### src/rtl/core/efrc16_pkg.sv
// Package with the phase type, status codes, reset values and CRC-16 byte update for the deframer.
`default_nettype none

package efrc16_pkg;

  typedef enum logic [2:0] {
    PH_IDLE  = 3'd0,
    PH_START = 3'd1,
    PH_LEN   = 3'd2,
    PH_DATA  = 3'd3,
    PH_CRCH  = 3'd4,
    PH_CRCL  = 3'd5,
    PH_ESC   = 3'd6
  } phase_t;

  localparam logic [1:0] ST_NONE = 2'd0;
  localparam logic [1:0] ST_DATA = 2'd1;
  localparam logic [1:0] ST_GOOD = 2'd2;
  localparam logic [1:0] ST_BAD  = 2'd3;

  localparam logic [0:0] CFG_START_BYTE  = 1'b0;
  localparam logic [0:0] CFG_ESCAPE_BYTE = 1'b1;

  localparam logic [7:0]  START_BYTE_RST  = 8'hEE;
  localparam logic [7:0]  ESCAPE_BYTE_RST = 8'h30;
  localparam logic [15:0] CRC_INIT        = 16'hFFFF;
  localparam logic [15:0] CRC_POLY        = 16'hA001;

  function automatic logic [15:0] crc16_step(input logic [15:0] crc, input logic [7:0] b);
    logic [15:0] c;
    c = crc ^ {8'h00, b};
    for (int k = 0; k < 8; k++) begin
      if (c[0]) begin
        c = (c >> 1) ^ CRC_POLY;
      end else begin
        c = c >> 1;
      end
    end
    return c;
  endfunction

endpackage

`default_nettype wire

### src/rtl/core/escaped_frame_receiver_crc16.sv
// Top level of the byte-stuffed frame receiver with CRC-16 check.
// The input channel takes one received byte per beat; the result channel gives
// exactly one result beat for every input beat, in order.
// A frame is two start bytes, a length byte, that many payload bytes and a
// big-endian CRC-16 (reflected polynomial 0xA001, initial value 0xFFFF).
// Inside a frame an escape byte makes the next byte literal, and an unescaped
// start byte aborts the frame and begins a new hunt.
// Each payload byte yields status 1 with its index; the low CRC byte yields
// status 2 (good) or 3 (CRC error) with the frame id and length; all other
// bytes yield status 0 with all other fields zero.
// A byte is held in an input register, then the frame state and the result
// register are updated in one step from it; one byte is taken in every cycle
// while the result channel is not stalled.
// When the receiver stalls, the result register holds its beat and the input
// register holds one more byte; in_ready falls once both are full.
// Synchronous reset empties both registers, returns the frame state to the
// hunt and restores start byte 0xEE and escape byte 0x30.
// The cfg port writes start_byte (index 0) and escape_byte (index 1); the user
// must write it only while no beat is in flight; the block does not enforce it.
`default_nettype none

module escaped_frame_receiver_crc16 (
  input  wire logic       clk,
  input  wire logic       rst_n,
  input  wire logic       in_valid,
  output logic            in_ready,
  input  wire logic [7:0] in_rx_byte,
  output logic            out_valid,
  input  wire logic       out_ready,
  output logic [1:0]      out_status,
  output logic [7:0]      out_data_byte,
  output logic [7:0]      out_data_index,
  output logic [7:0]      out_frame_id,
  output logic [7:0]      out_frame_length,
  input  wire logic       cfg_we,
  input  wire logic [0:0] cfg_index,
  input  wire logic [7:0] cfg_wdata
);
  import efrc16_pkg::*;

  logic [7:0]  start_val_r;
  logic [7:0]  escape_val_r;

  logic        in_vld_r;
  logic [7:0]  in_byte_r;

  phase_t      phase_r, phase_nxt;
  phase_t      resume_r, resume_nxt;
  logic [7:0]  pos_r, pos_nxt;
  logic [7:0]  len_r, len_nxt;
  logic [15:0] crc_r, crc_nxt;
  logic [7:0]  crch_r, crch_nxt;
  logic [7:0]  first_r, first_nxt;

  logic        out_vld_r;
  logic [1:0]  status_r, status_nxt;
  logic [7:0]  dbyte_r, dbyte_nxt;
  logic [7:0]  didx_r, didx_nxt;
  logic [7:0]  fid_r, fid_nxt;
  logic [7:0]  flen_r, flen_nxt;

  logic        out_load;
  logic        adv;
  logic        in_frame;
  logic        is_start;
  logic        esc_take;
  phase_t      eff_phase;
  logic [7:0]  pos_inc;

  assign out_load = !out_vld_r || out_ready;
  assign adv      = in_vld_r && out_load;
  assign in_ready = !in_vld_r || out_load;

  assign out_valid        = out_vld_r;
  assign out_status       = status_r;
  assign out_data_byte    = dbyte_r;
  assign out_data_index   = didx_r;
  assign out_frame_id     = fid_r;
  assign out_frame_length = flen_r;

  assign is_start = (in_byte_r == start_val_r);
  assign in_frame = (phase_r == PH_LEN) || (phase_r == PH_DATA) ||
                    (phase_r == PH_CRCH) || (phase_r == PH_CRCL);
  assign esc_take = in_frame && (in_byte_r == escape_val_r);
  assign pos_inc  = pos_r + 8'd1;

  always_comb begin
    if (phase_r == PH_ESC) begin
      eff_phase = resume_r;
    end else if (in_frame && is_start) begin
      eff_phase = PH_IDLE;
    end else begin
      eff_phase = phase_r;
    end
  end

  // Next frame state.
  always_comb begin
    phase_nxt  = phase_r;
    resume_nxt = resume_r;
    pos_nxt    = pos_r;
    len_nxt    = len_r;
    crc_nxt    = crc_r;
    crch_nxt   = crch_r;
    first_nxt  = first_r;
    if (in_frame && is_start) begin
      resume_nxt = PH_IDLE;
    end
    if (esc_take) begin
      resume_nxt = eff_phase;
      phase_nxt  = PH_ESC;
    end else begin
      unique case (eff_phase)
        PH_IDLE: begin
          phase_nxt = is_start ? PH_START : PH_IDLE;
        end
        PH_START: begin
          phase_nxt = is_start ? PH_LEN : PH_IDLE;
        end
        PH_LEN: begin
          len_nxt   = in_byte_r;
          pos_nxt   = 8'd0;
          crc_nxt   = CRC_INIT;
          first_nxt = 8'd0;
          phase_nxt = (in_byte_r == 8'd0) ? PH_CRCH : PH_DATA;
        end
        PH_DATA: begin
          if (pos_r == 8'd0) begin
            first_nxt = in_byte_r;
          end
          crc_nxt   = crc16_step(crc_r, in_byte_r);
          pos_nxt   = pos_inc;
          phase_nxt = (pos_inc == len_r) ? PH_CRCH : PH_DATA;
        end
        PH_CRCH: begin
          crch_nxt  = in_byte_r;
          phase_nxt = PH_CRCL;
        end
        PH_CRCL: begin
          phase_nxt = PH_IDLE;
        end
        default: begin
          phase_nxt = PH_IDLE;
        end
      endcase
    end
  end

  // Result for the byte in the input register.
  always_comb begin
    status_nxt = ST_NONE;
    dbyte_nxt  = 8'd0;
    didx_nxt   = 8'd0;
    fid_nxt    = 8'd0;
    flen_nxt   = 8'd0;
    if (!esc_take) begin
      unique case (eff_phase)
        PH_DATA: begin
          status_nxt = ST_DATA;
          dbyte_nxt  = in_byte_r;
          didx_nxt   = pos_r;
        end
        PH_CRCL: begin
          status_nxt = ({crch_r, in_byte_r} == crc_r) ? ST_GOOD : ST_BAD;
          fid_nxt    = first_r;
          flen_nxt   = len_r;
        end
        default: begin
          status_nxt = ST_NONE;
        end
      endcase
    end
  end

  always_ff @(posedge clk) begin
    if (!rst_n) begin
      start_val_r  <= START_BYTE_RST;
      escape_val_r <= ESCAPE_BYTE_RST;
    end else begin
      if (cfg_we) begin
        unique case (cfg_index)
          CFG_START_BYTE: begin
            start_val_r  <= cfg_wdata;
          end
          CFG_ESCAPE_BYTE: begin
            escape_val_r <= cfg_wdata;
          end
          default: begin
            escape_val_r <= escape_val_r;
          end
        endcase
      end
    end
  end

  always_ff @(posedge clk) begin
    if (!rst_n) begin
      in_vld_r <= 1'b0;
    end else if (in_valid && in_ready) begin
      in_vld_r <= 1'b1;
    end else if (adv) begin
      in_vld_r <= 1'b0;
    end
  end

  always_ff @(posedge clk) begin
    if (in_valid && in_ready) begin
      in_byte_r <= in_rx_byte;
    end
  end

  always_ff @(posedge clk) begin
    if (!rst_n) begin
      phase_r  <= PH_IDLE;
      resume_r <= PH_IDLE;
      pos_r    <= 8'd0;
      len_r    <= 8'd0;
      crc_r    <= CRC_INIT;
      crch_r   <= 8'd0;
      first_r  <= 8'd0;
    end else if (adv) begin
      phase_r  <= phase_nxt;
      resume_r <= resume_nxt;
      pos_r    <= pos_nxt;
      len_r    <= len_nxt;
      crc_r    <= crc_nxt;
      crch_r   <= crch_nxt;
      first_r  <= first_nxt;
    end
  end

  always_ff @(posedge clk) begin
    if (!rst_n) begin
      out_vld_r <= 1'b0;
    end else if (out_load) begin
      out_vld_r <= adv;
    end
  end

  always_ff @(posedge clk) begin
    if (adv) begin
      status_r <= status_nxt;
      dbyte_r  <= dbyte_nxt;
      didx_r   <= didx_nxt;
      fid_r    <= fid_nxt;
      flen_r   <= flen_nxt;
    end
  end

endmodule

`default_nettype wire
### config.mk
export PLATFORM = sky130hd
export DESIGN_NAME = escaped_frame_receiver_crc16
export DESIGN_NICKNAME = d
export VERILOG_FILES = /design/src/rtl/core/efrc16_pkg.sv /design/src/rtl/core/escaped_frame_receiver_crc16.sv
export SDC_FILE = /design/constraint.sdc
export NUM_CORES = 1
export LEC_CHECK = 0
export BUFFER_PORTS_ARGS = -buffer_cell sky130_fd_sc_hd__buf_2
export CAP_MARGIN = 15
export CORE_ASPECT_RATIO = 0.6
export CORE_UTILIZATION = 45
export DETAILED_ROUTE_END_ITERATION = 12
export PLACE_DENSITY_LB_ADDON = 0.25
export SLEW_MARGIN = 40
export SYNTH_ARGS = -nofsm -noshare
export SYNTH_HDL_FRONTEND = slang
export SYNTH_SLANG_ARGS = --single-unit
### constraint.sdc
create_clock -name clk -period 6.1 [get_ports clk]
set_clock_uncertainty 0.2 [all_clocks]
set_input_delay 0.61 -clock clk [delete_from_list [all_inputs] [get_ports clk]]
set_output_delay 0.61 -clock clk [all_outputs]
set_load 0.01 [all_outputs]
==> results.json, run 1 <==
{
  "status": "finished clean",
  "clock-sinks": 114,
  "io_buffers": 57,
  "grtUsageTotal_pct": 22.3,
  "reg2regPathDepth": 6,
  "start_util_pct": 46.9,
  "vias": 4140,
  "grt_overflow": 0,
  "synth_area_leaders": "dfxtp_1 (27%), edfxtp_1 (23%), xor2_1 (5.2%)",
  "ctsResizeCount": 0,
  "syn_to_final_growth_pct": 16.2,
  "avgRoutedWirePerCell_um": 17.0,
  "synth-seq-cells": 114,
  "crit_fanout": 18,
  "final_nets": 609,
  "hp-class": "input pin to flop",
  "vias_per_cell": 5.48,
  "grt_pass1_vias": 3961,
  "worst_slew_pin_slew_ps": 687,
  "placed_area_um2": 5670,
  "firstDrtPassIters": 6,
  "htree_levels": 4,
  "die_x_um": 143,
  "holdPathStages": 1,
  "avgSynthCellArea_um2": 9.97,
  "final_layout_size_suffix_gt1_share_pct": 19.3,
  "first_iter_violations": 432,
  "worstPathArrival_ps": 3020,
  "die_height_um": 86.6,
  "drc": 0,
  "totalWireLength_um": 12900,
  "fp-row-count": 30,
  "grt_setup_unrepaired": "no",
  "final_cell_area_um2": 6240,
  "final.min_clock_period_ps": 2890,
  "dp_hpwl_um": 8740,
  "ctsHoldBuffers": 0,
  "grt_antenna_before_repair": 0,
  "r2r_end": "crc_r[10]",
  "p_switching_uw": 472,
  "yosys_warnings": 0,
  "worstSkewPairLatency_ps": 410,
  "coreArea_um2": 11400,
  "swShare_pct": 24.9,
  "cp-end-kind": "flop",
  "dieArea_um2": 12400,
  "p_clk_share_pct": 49.2,
  "synth_edf_count": 42,
  "p_comb_share_pct": 6.9,
  "postSynthNetCount": 566,
  "grt_max_degree": 38,
  "r2r_setup_slack_ps": 3210,
  "ant_nets": 0,
  "clockRootBuffer": "clkbuf_16",
  "grt_pass1_wl_um": 20700,
  "synth_area_um2": 5370,
  "p_leak_uw": 0.00238,
  "final.fill_count": 1023,
  "synthDominantCellAreaShare_pct": 26.8,
  "synth_top_cell_by_area": "dfxtp_1",
  "path_class": "flop to flop",
  "finalHoldViolCount": 0,
  "synth_ff_type": "dfxtp_1",
  "cts_inserted_buffers": 17,
  "power.density_nw_per_um2": 303,
  "diodes": 0,
  "min_to": "in_byte_r[1]",
  "postSynthCellCount": 539,
  "fin_tns_setup_ps": 0,
  "async_flop_share_pct": 0,
  "ys_seq_area_share_pct": 50.3,
  "crit_path_start_kind": "flop",
  "setup_viol": 0,
  "min-delay-start": "in_rx_byte[1]",
  "r2r-start": "in_byte_r[3]",
  "internal_power_uw": 1420,
  "cts_buffer_depth": 2,
  "cts_setup_buffers": 0,
  "post-route-period-util_pct": 47.3,
  "ir_drop_v": 0.000213,
  "yosysUniqueCellTypes": 61,
  "relSlewSlack_pct": 54.2,
  "path_clk_slew_ps": 60,
  "cts_tree": "yes",
  "ios": 58,
  "gp_congestion": 0.878,
  "fmax_mhz": 346,
  "synth.most_common_cell": "dfxtp_1",
  "max_cap_viol_count": 0,
  "synthTopCellsByCount": "dfxtp_1 (72), nand2_1 (51), a21oi_1 (42), edfxtp_1 (42), xor2_1 (32)",
  "slew_violations": 0,
  "power_frac_seq_pct": 43.9,
  "required_ps": 6230
}
[per-layer routing]
layer  share of wire [%]  global-route usage [%]  vias up  wire (um)
met5                   0                       0        -          0
met4                0.94                    6.94        0        121
met3                 6.6                    5.64       15        850
met2                  42                    32.5      155       5410
met1                  50                    32.1     1968       6480
li1                    -                       -     2002          -
[cells in the final DEF (no fill, tap or decap), types with 2 or more instances in the layout]
cell type and instances:
dfxtp_1 72, buf_2 57, nand2_1 51, a21oi_1 42, edfxtp_1 42, xor2_1 32
and2_1 31, nand3_1 30, o21ai_0 26, nor2_1 24, nor3_1 22, xnor2_1 18
clkbuf_16 17, o21ai_1 16, nor4_1 7, nand2b_1 6, and3_1 6, nand4_1 6
a22o_1 6, clkinvlp_4 6, inv_1 5, ha_1 5, nor2b_1 4, clkinv_2 4
nand4b_1 4, inv_6 4, nor2_2 3, xnor3_1 3, nor4_4 2, o21ai_4 2
a31oi_1 2, a21oi_2 2, o211a_1 2, a21o_1 2, a22o_2 2, buf_4 2
[sequential cells by signal (all words and copies together) (netlist names)]
register / flops
crc_r: 16
crch_r: 8
escape_val_r: 8
first_r: 8
in_byte_r: 8
in_vld_r: 1
len_r: 8
out_data_byte: 8
out_data_index: 8
out_frame_id: 8
out_frame_length: 8
out_status: 2
out_valid: 1
phase_r: 3
pos_r: 8
resume_r: 3
start_val_r: 8
[stage by stage]
stage | std cells | hold WS, ps | utilization, % | worst slack (ps) | total power [uW]
3_5_place_dp | 722 | 263 | 49.5 | 3170 | 977
3_3_place_gp | 722 | 260 | 49.5 | 3120 | 973
2_1_floorplan | 539 | 240 | - | 3430 | 937
6_report | 755 | 174 | 54.5 | 3210 | 1890
4_1_cts | 754 | 161 | 54.4 | 3150 | 1910
5_1_grt | 755 | 163 | 54.5 | 2960 | 1950
[final cells by class]
cell class	count	area [um2]	share of cell area [%]
clock buffer	17	425	6.82
clock inverter	15	134	2.15
inverter	6	23.8	0.381
multi-input combinational	383	2440	39.1
sequential	114	2700	43.3
tap	160	200	3.21
timing repair buffer	60	315	5.05
[worst max-delay path by stage]
stage | depth (start not counted) | endpoint | slack [ps] | from
global placement | 8 | pos_r[3] | 3120 | out_ready
global route | 6 | len_r[0] | 2960 | in_byte_r[3]
floorplan | 6 | phase_r[2] | 3430 | out_ready
CTS | 6 | first_r[1] | 3150 | in_byte_r[3]
finish | 6 | crc_r[10] | 3210 | in_byte_r[3]
detailed placement | 6 | first_r[1] | 3170 | in_byte_r[3]
[cell families (layout without fill, tap and decap cells)]
| group | count (synthesis) | in the layout | synth area share (%) |
|---|---|---|---|
| AO/OA/AOI/OAI | 119 | 119 | 14.1 |
| buffers and inverters | 42 | 98 | 4.31 |
| flip-flops | 114 | 114 | 50.3 |
| XOR/XNOR | 53 | 53 | 9.41 |
| AND/OR/NAND/NOR | 206 | 206 | 20.7 |
| adder cells (fa/ha/maj) | 5 | 5 | 1.16 |
[power groups by stage]
stage | Combinational [uW] | Clock [uW] | Sequential, uW
final | 130 | 931 | 832
after global routing | 144 | 976 | 834
after CTS | 130 | 944 | 832
after detailed placement | 129 | 0 | 848
after global placement | 126 | 0 | 847
after floorplan | 99.7 | 0 | 838
[critical path, cell delays in order, from the launching register on]
cell and delay, ps:
edfxtp_1 610, xor2_1 260, nor4_4 470, a21bo_1 350, nand2_1 440, and3_1 300, o21ai_0 170
Note: power is estimated with default switching activity, not from simulation.
==> run 2: changes to the inputs <==
Settings changed: ABC_AREA from default to 1.
Clock period 6.1 ns to 2.98 ns, I/O delays scaled along.
==> results.json, run 2 <==
{
  "status": "finished clean",
  "drc": 0,
  "totalWireLength_um": 12900,
  "synth_area_um2": 5200,
  "fmax_mhz": 361,
  "yosysUniqueCellTypes": 34,
  "synth_edf_count": 42,
  "ir_drop_v": 0.000456,
  "avgRoutedWirePerCell_um": 15.3,
  "crit_family": "simple AND/OR/NAND/NOR gates",
  "path_class": "flop to flop",
  "htree_levels": 4,
  "worstPathArrival_ps": 2840,
  "crit_fanout": 19,
  "worst_slew_pin_slew_ps": 628,
  "gp_congestion": 0.859,
  "place_inst": 791,
  "synth_area_leaders": "dfxtp_1 (28%), edfxtp_1 (24%), nand2_1 (9.3%)",
  "cpMaxStageDelayCell": "edfxtp_1",
  "grt_setup_unrepaired": "no",
  "holdPathStages": 5,
  "final.min_clock_period_ps": 2770,
  "max_cap_viol_count": 0,
  "vias_per_cell": 5.19,
  "firstDrtPassIters": 5,
  "grt_overflow": 0,
  "setup_viol": 0,
  "reg2regPathDepth": 12,
  "hold-worst-slack_ps": 147,
  "cp_cell_sequence": "inv_2 > nand2_1 > nand2_1 > nand2_1 > nor2_4 > nand2_2 > o21ai_4 > nand3_4 > inv_2 > o21ai_2 > nand2_1 > a21oi_1",
  "finalHoldViolCount": 0,
  "worstSkewPairLatency_ps": 410,
  "p_total_uw": 4200,
  "clockRootBuffer": "clkbuf_16",
  "ctsResizeCount": 0,
  "required_ps": 3050,
  "first_iter_violations": 426,
  "grt_antenna_before_repair": 0,
  "ant_nets": 0,
  "clock-sinks": 114,
  "grt_max_degree": 49,
  "endpoint": "first_r[1]",
  "synth-seq-cells": 114,
  "synthTopCellsByCount": "nand2_1 (129), dfxtp_1 (72), nor2_1 (58)",
  "path_buf_inv": 2,
  "hp-class": "input pin to flop",
  "syn_to_final_growth_pct": 24.0,
  "vias": 4375,
  "crit_path_start_kind": "flop",
  "min-delay-start": "cfg_index",
  "final_cell_area_um2": 6450,
  "yosys_warnings": 0,
  "die_x_um": 141,
  "start_util_pct": 47.8,
  "r2r_setup_slack_ps": 210,
  "ys_seq_area_share_pct": 51.9,
  "relSlewSlack_pct": 57.8,
  "cts_tree": "yes",
  "synthDominantCellAreaShare_pct": 27.7,
  "p_clk_share_pct": 52.2,
  "grt_pass1_wl_um": 20900,
  "swShare_pct": 22.0,
  "diodes": 0,
  "p_switching_uw": 924,
  "avgSynthCellArea_um2": 8.61,
  "cp-end-kind": "flop",
  "grtUsageTotal_pct": 23.0,
  "async_flop_share_pct": 0,
  "slew_violations": 0,
  "internal_power_uw": 3270,
  "postSynthNetCount": 631,
  "io_buffers": 57,
  "grt_pass1_vias": 4081,
  "synth_ff_type": "dfxtp_1",
  "worst-path-stages": 12,
  "r2r-start": "in_byte_r[5]",
  "path_clk_slew_ps": 50,
  "final_layout_size_suffix_gt1_share_pct": 18.2,
  "layoutNonFillerInstCount": 843,
  "p_leak_uw": 0.00265,
  "placed_area_um2": 5620,
  "postSynthCellCount": 604,
  "crit_path_frequent_cell": "nand2_1",
  "ios": 58,
  "post-route-period-util_pct": 93.0,
  "coreArea_um2": 10900,
  "synth.most_common_cell": "nand2_1",
  "final_common_cell": "nand2_1",
  "final_nets": 718,
  "max_stage_delay_ps": 540,
  "fp-row-count": 29,
  "power_frac_seq_pct": 40.4,
  "mostFrequentLayoutCells": "nand2_1 (129), dfxtp_1 (72), nor2_1 (58), buf_2 (57), inv_1 (55)",
  "dp_hpwl_um": 9120,
  "cts_buffer_depth": 2,
  "fin_tns_setup_ps": 0,
  "die_height_um": 85.3,
  "cts_inserted_buffers": 17,
  "dieArea_um2": 12000,
  "top_register": "crc_r",
  "largest_reg_flops": 16,
  "p_comb_share_pct": 7.4,
  "cp-startpoint": "in_byte_r[5]",
  "synth_top_cell_by_area": "dfxtp_1",
  "r2r_end": "first_r[1]",
  "power.density_nw_per_um2": 651
}
-- run 2: cell types whose count changed after synthesis, sizes merged, moves of 7 or more --
cell / before / now
nand2: 51 / 134
buf: 26 / 14
and2: 32 / 0
nor3: 24 / 5
nor2: 28 / 65
a22o: 8 / 0
xor2: 32 / 10
o22ai: 0 / 7
inv: 5 / 60
xnor2: 18 / 31
o21ai: 44 / 36
nand3: 30 / 49
-- run 2: logic make-up (layout without fill, tap and decap cells) --
family                     Yosys count  count (layout)  synth area share, %
AOI/OAI and AO/OA                   90              90                 9.26
xor gates and xnor gates            41              41                 6.90
adders and majority gates            5               5                 1.20
buffers and inverters               83             183                 7.14
DFF                                114             114                 51.9
and+or+nand+nor                    271             271                 23.5
-- run 2: area by class of cell --
cell class              instances  area (um2)
fillers                       927        4440
inverters                      61         229
clock inverters                 9         149
multi-input cells             407        2130
well taps                     139         174
repair buffers                 90         578
flip-flops and latches        114        2700
clock buffers                  23         489
-- run 2: worst reg2reg max path, delay by kind of cell (launching register included) --
family / cells / cell delay [ps]
AOI/OAI and AO/OA: 3 / 590
buffers and inverters: 2 / 480
DFF: 1 / 540
and+or+nand+nor: 7 / 840
-- run 2: how the worst min path moves through the flow --
stage | to | slack, ps
6_report | start_val_r[6] | 150
5_1_grt | start_val_r[3] | 180
4_1_cts | start_val_r[3] | 140
3_5_place_dp | first_r[6] | 260
3_3_place_gp | resume_r[2] | 250
2_1_floorplan | in_byte_r[0] | 200
-- run 2: per-layer routing --
layer / track usage [%] / vias to the layer above / wire [um]
li1: - / 2163 / -
met1: 32.9 / 2032 / 6540
met2: 34.4 / 162 / 5360
met3: 4.85 / 18 / 839
met4: 7.91 / 0 / 188
met5: 0 / - / 0
-- run 2: repair_timing --
| item | in CTS | in global routing |
|---|---|---|
| endpoints found under the hold margin | 24 | 0 |
| setup buffers | 0 | 2 |
| endpoints found under the setup margin | 0 | 1 |
| hold buffers | 18 | 0 |
-- run 2: power by group through the flow --
stage	combinational [uW]	sequential, uW	clock, uW
2_1_floorplan	201	1720	0
3_3_place_gp	281	1730	0
3_5_place_dp	287	1730	0
4_1_cts	308	1700	2210
5_1_grt	342	1700	2280
6_report	311	1700	2190
-- run 2: stage by stage --
stage | util [%] | setup slack [ps]
global route | 59.3 | 22.1
global placement | 51.6 | 381
detailed placement | 51.6 | 244
finish | 59.3 | 210
floorplan | - | 800
CTS | 59.1 | 201
==> run 3: changes to the inputs <==
Clock period 2.98 ns to 2.3 ns, I/O delays scaled along.
==> results.json, run 3 (synthesized netlist as in run 2, its figures left out) <==
{
  "status": "complete, but fails checks",
  "violations": "negative setup slack",
  "dieArea_um2": 12000,
  "path_class": "flop to flop",
  "r2r_end": "out_data_byte[5]",
  "vias": 4802,
  "worstPathArrival_ps": 2510,
  "fp-row-count": 29,
  "grt_overflow": 0,
  "ios": 58,
  "cp-end-kind": "flop",
  "grt_pass1_wl_um": 22100,
  "grt_antenna_before_repair": 0,
  "die_x_um": 141,
  "final_layout_size_suffix_gt1_share_pct": 34.1,
  "dp_hpwl_um": 9520,
  "max_stage_delay_ps": 500,
  "holdPathStages": 4,
  "relSlewSlack_pct": 59.9,
  "layoutNonFillerInstCount": 931,
  "ant_nets": 0,
  "worst_slew_pin_slew_ps": 601,
  "diodes": 0,
  "slew_violations": 0,
  "totalWireLength_um": 14700,
  "avgRoutedWirePerCell_um": 15.8,
  "finalHoldViolCount": 0,
  "required_ps": 2370,
  "final_common_cell": "nand2_1",
  "r2r-start": "in_byte_r[1]",
  "cts_inserted_buffers": 17,
  "place_inst": 828,
  "setup_slack_ps": -140,
  "crit_path_start_kind": "flop",
  "r2r_setup_slack_ps": -140,
  "placed_area_um2": 5930,
  "gp_congestion": 0.896,
  "cts_buffer_depth": 2,
  "crit_fanout": 8,
  "min-delay-start": "cfg_index",
  "reg2regPathDepth": 14,
  "first_iter_violations": 435,
  "mostFrequentLayoutCells": "nand2_1 (118), buf_4 (82), dfxtp_1 (70), buf_2 (57), inv_1 (54)",
  "grt_max_degree": 49,
  "p_leak_uw": 0.00312,
  "io_buffers": 57,
  "syn_to_final_growth_pct": 44.9,
  "firstDrtPassIters": 5,
  "cp_cell_sequence": "inv_2 > nand2_2 > nand2_2 > nand2_2 > nor2_4 > nand2_2 > o21ai_4 > buf_6 > buf_4 > nand2_2 > nor2_4 > buf_6 > nand2_8 > nor2_2",
  "ir_drop_v": 0.000550,
  "grtUsageTotal_pct": 24.3,
  "final.min_clock_period_ps": 2440,
  "hp-class": "input pin to flop",
  "coreArea_um2": 10900,
  "path_clk_slew_ps": 50,
  "setup_viol": 55,
  "min_to": "start_val_r[6]",
  "die_height_um": 85.3,
  "grt_pass1_vias": 4478,
  "cpMaxStageDelayCell": "edfxtp_1",
  "htree_levels": 4,
  "cts_tree": "yes",
  "final_nets": 806,
  "crit_path_frequent_cell": "nand2_2",
  "final_cell_area_um2": 7540,
  "p_total_uw": 5250,
  "grt_setup_unrepaired": "yes",
  "power.density_nw_per_um2": 696,
  "final.fill_count": 837,
  "worstSkewPairLatency_ps": 410,
  "fmax_mhz": 410,
  "clockRootBuffer": "clkbuf_16",
  "vias_per_cell": 5.16,
  "largest_reg_flops": 16,
  "start_util_pct": 47.8,
  "max_cap_viol_count": 0,
  "top_register": "crc_r",
  "drc": 0,
  "post-route-period-util_pct": 106,
  "clock-sinks": 114
}
[run 3: cell types whose count changed in the layout (fill, tap and decap cells not counted), moves of 8 or more]
| cell | delta |
|---|---|
| nor2_1 | -20 |
| nand2_1 | -11 |
| nor2_4 | +17 |
| a21oi_1 | -8 |
| buf_6 | +12 |
| a21oi_2 | +8 |
| buf_4 | +67 |
[run 3: per-layer routing]
| layer | vias to the layer above | global-route usage [%] | share of wire (%) |
|---|---|---|---|
| met3 | 32 | 5.70 | 6.5 |
| met1 | 2246 | 33.9 | 47 |
| li1 | 2346 | - | - |
| met2 | 178 | 37.1 | 45 |
| met5 | - | 0 | 0 |
| met4 | 0 | 8.30 | 1.8 |
[run 3: timing repair]
action	CTS	global route
cloned	0	3
pin swaps	7	14
hold endpoints to repair	26	0
hold buffers	20	0
buffers inserted	32	17
gates resized for setup	14	93
endpoints found under the setup margin	55	85
[run 3: worst max path at each step]
stage	start	end	slack, ps
final	in_byte_r[1]	out_data_byte[5]	-140
after global placement	in_byte_r[1]	crc_r[5]	-10
after CTS	in_byte_r[1]	first_r[4]	-50
after global routing	in_byte_r[5]	crc_r[5]	-240
after detailed placement	in_byte_r[5]	out_data_index[6]	-80
after floorplan	in_byte_r[6]	out_frame_id[1]	120
[run 3: per-stage QoR]
| step | hold slack, ps | util [%] | worst slack (ps) | TNS, ps |
|---|---|---|---|---|
| after CTS | 2.14 | 64.6 | -54.6 | -592 |
| after floorplan | 129 | - | 120 | 0 |
| after global routing | 26.0 | 69.3 | -241 | -12690 |
| after detailed placement | 208 | 54.5 | -81.8 | -985 |
| after global placement | 209 | 54.5 | -13.5 | -54.0 |
| final | 4.57 | 69.3 | -140 | -4440 |
[run 3: area by class of cell]
type,count,area [um2],share of cell area (%)
Clock buffer,29,553,7.33
Clock inverter,3,17.5,0.232
Inverter,61,238,3.15
Multi-Input combinational cell,409,2510,33.3
Sequential cell,114,2710,35.9
Tap cell,139,174,2.31
Timing Repair Buffer,176,1340,17.8
[run 3: worst max-delay path, delay by kind of cell (launching register included)]
family / cells / cell delay [ps]
buffers and inverters: 4 / 490
AND/OR/NAND/NOR: 9 / 900
AO/OA/AOI/OAI: 1 / 210
flip-flops: 1 / 500
[run 3: report_power, final]
part | leakage (uW) | switching [uW] | internal [uW]
Sequential | 0.00100 | 40.1 | 2160
Clock | 0.000278 | 874 | 1620
Combinational | 0.00184 | 308 | 255
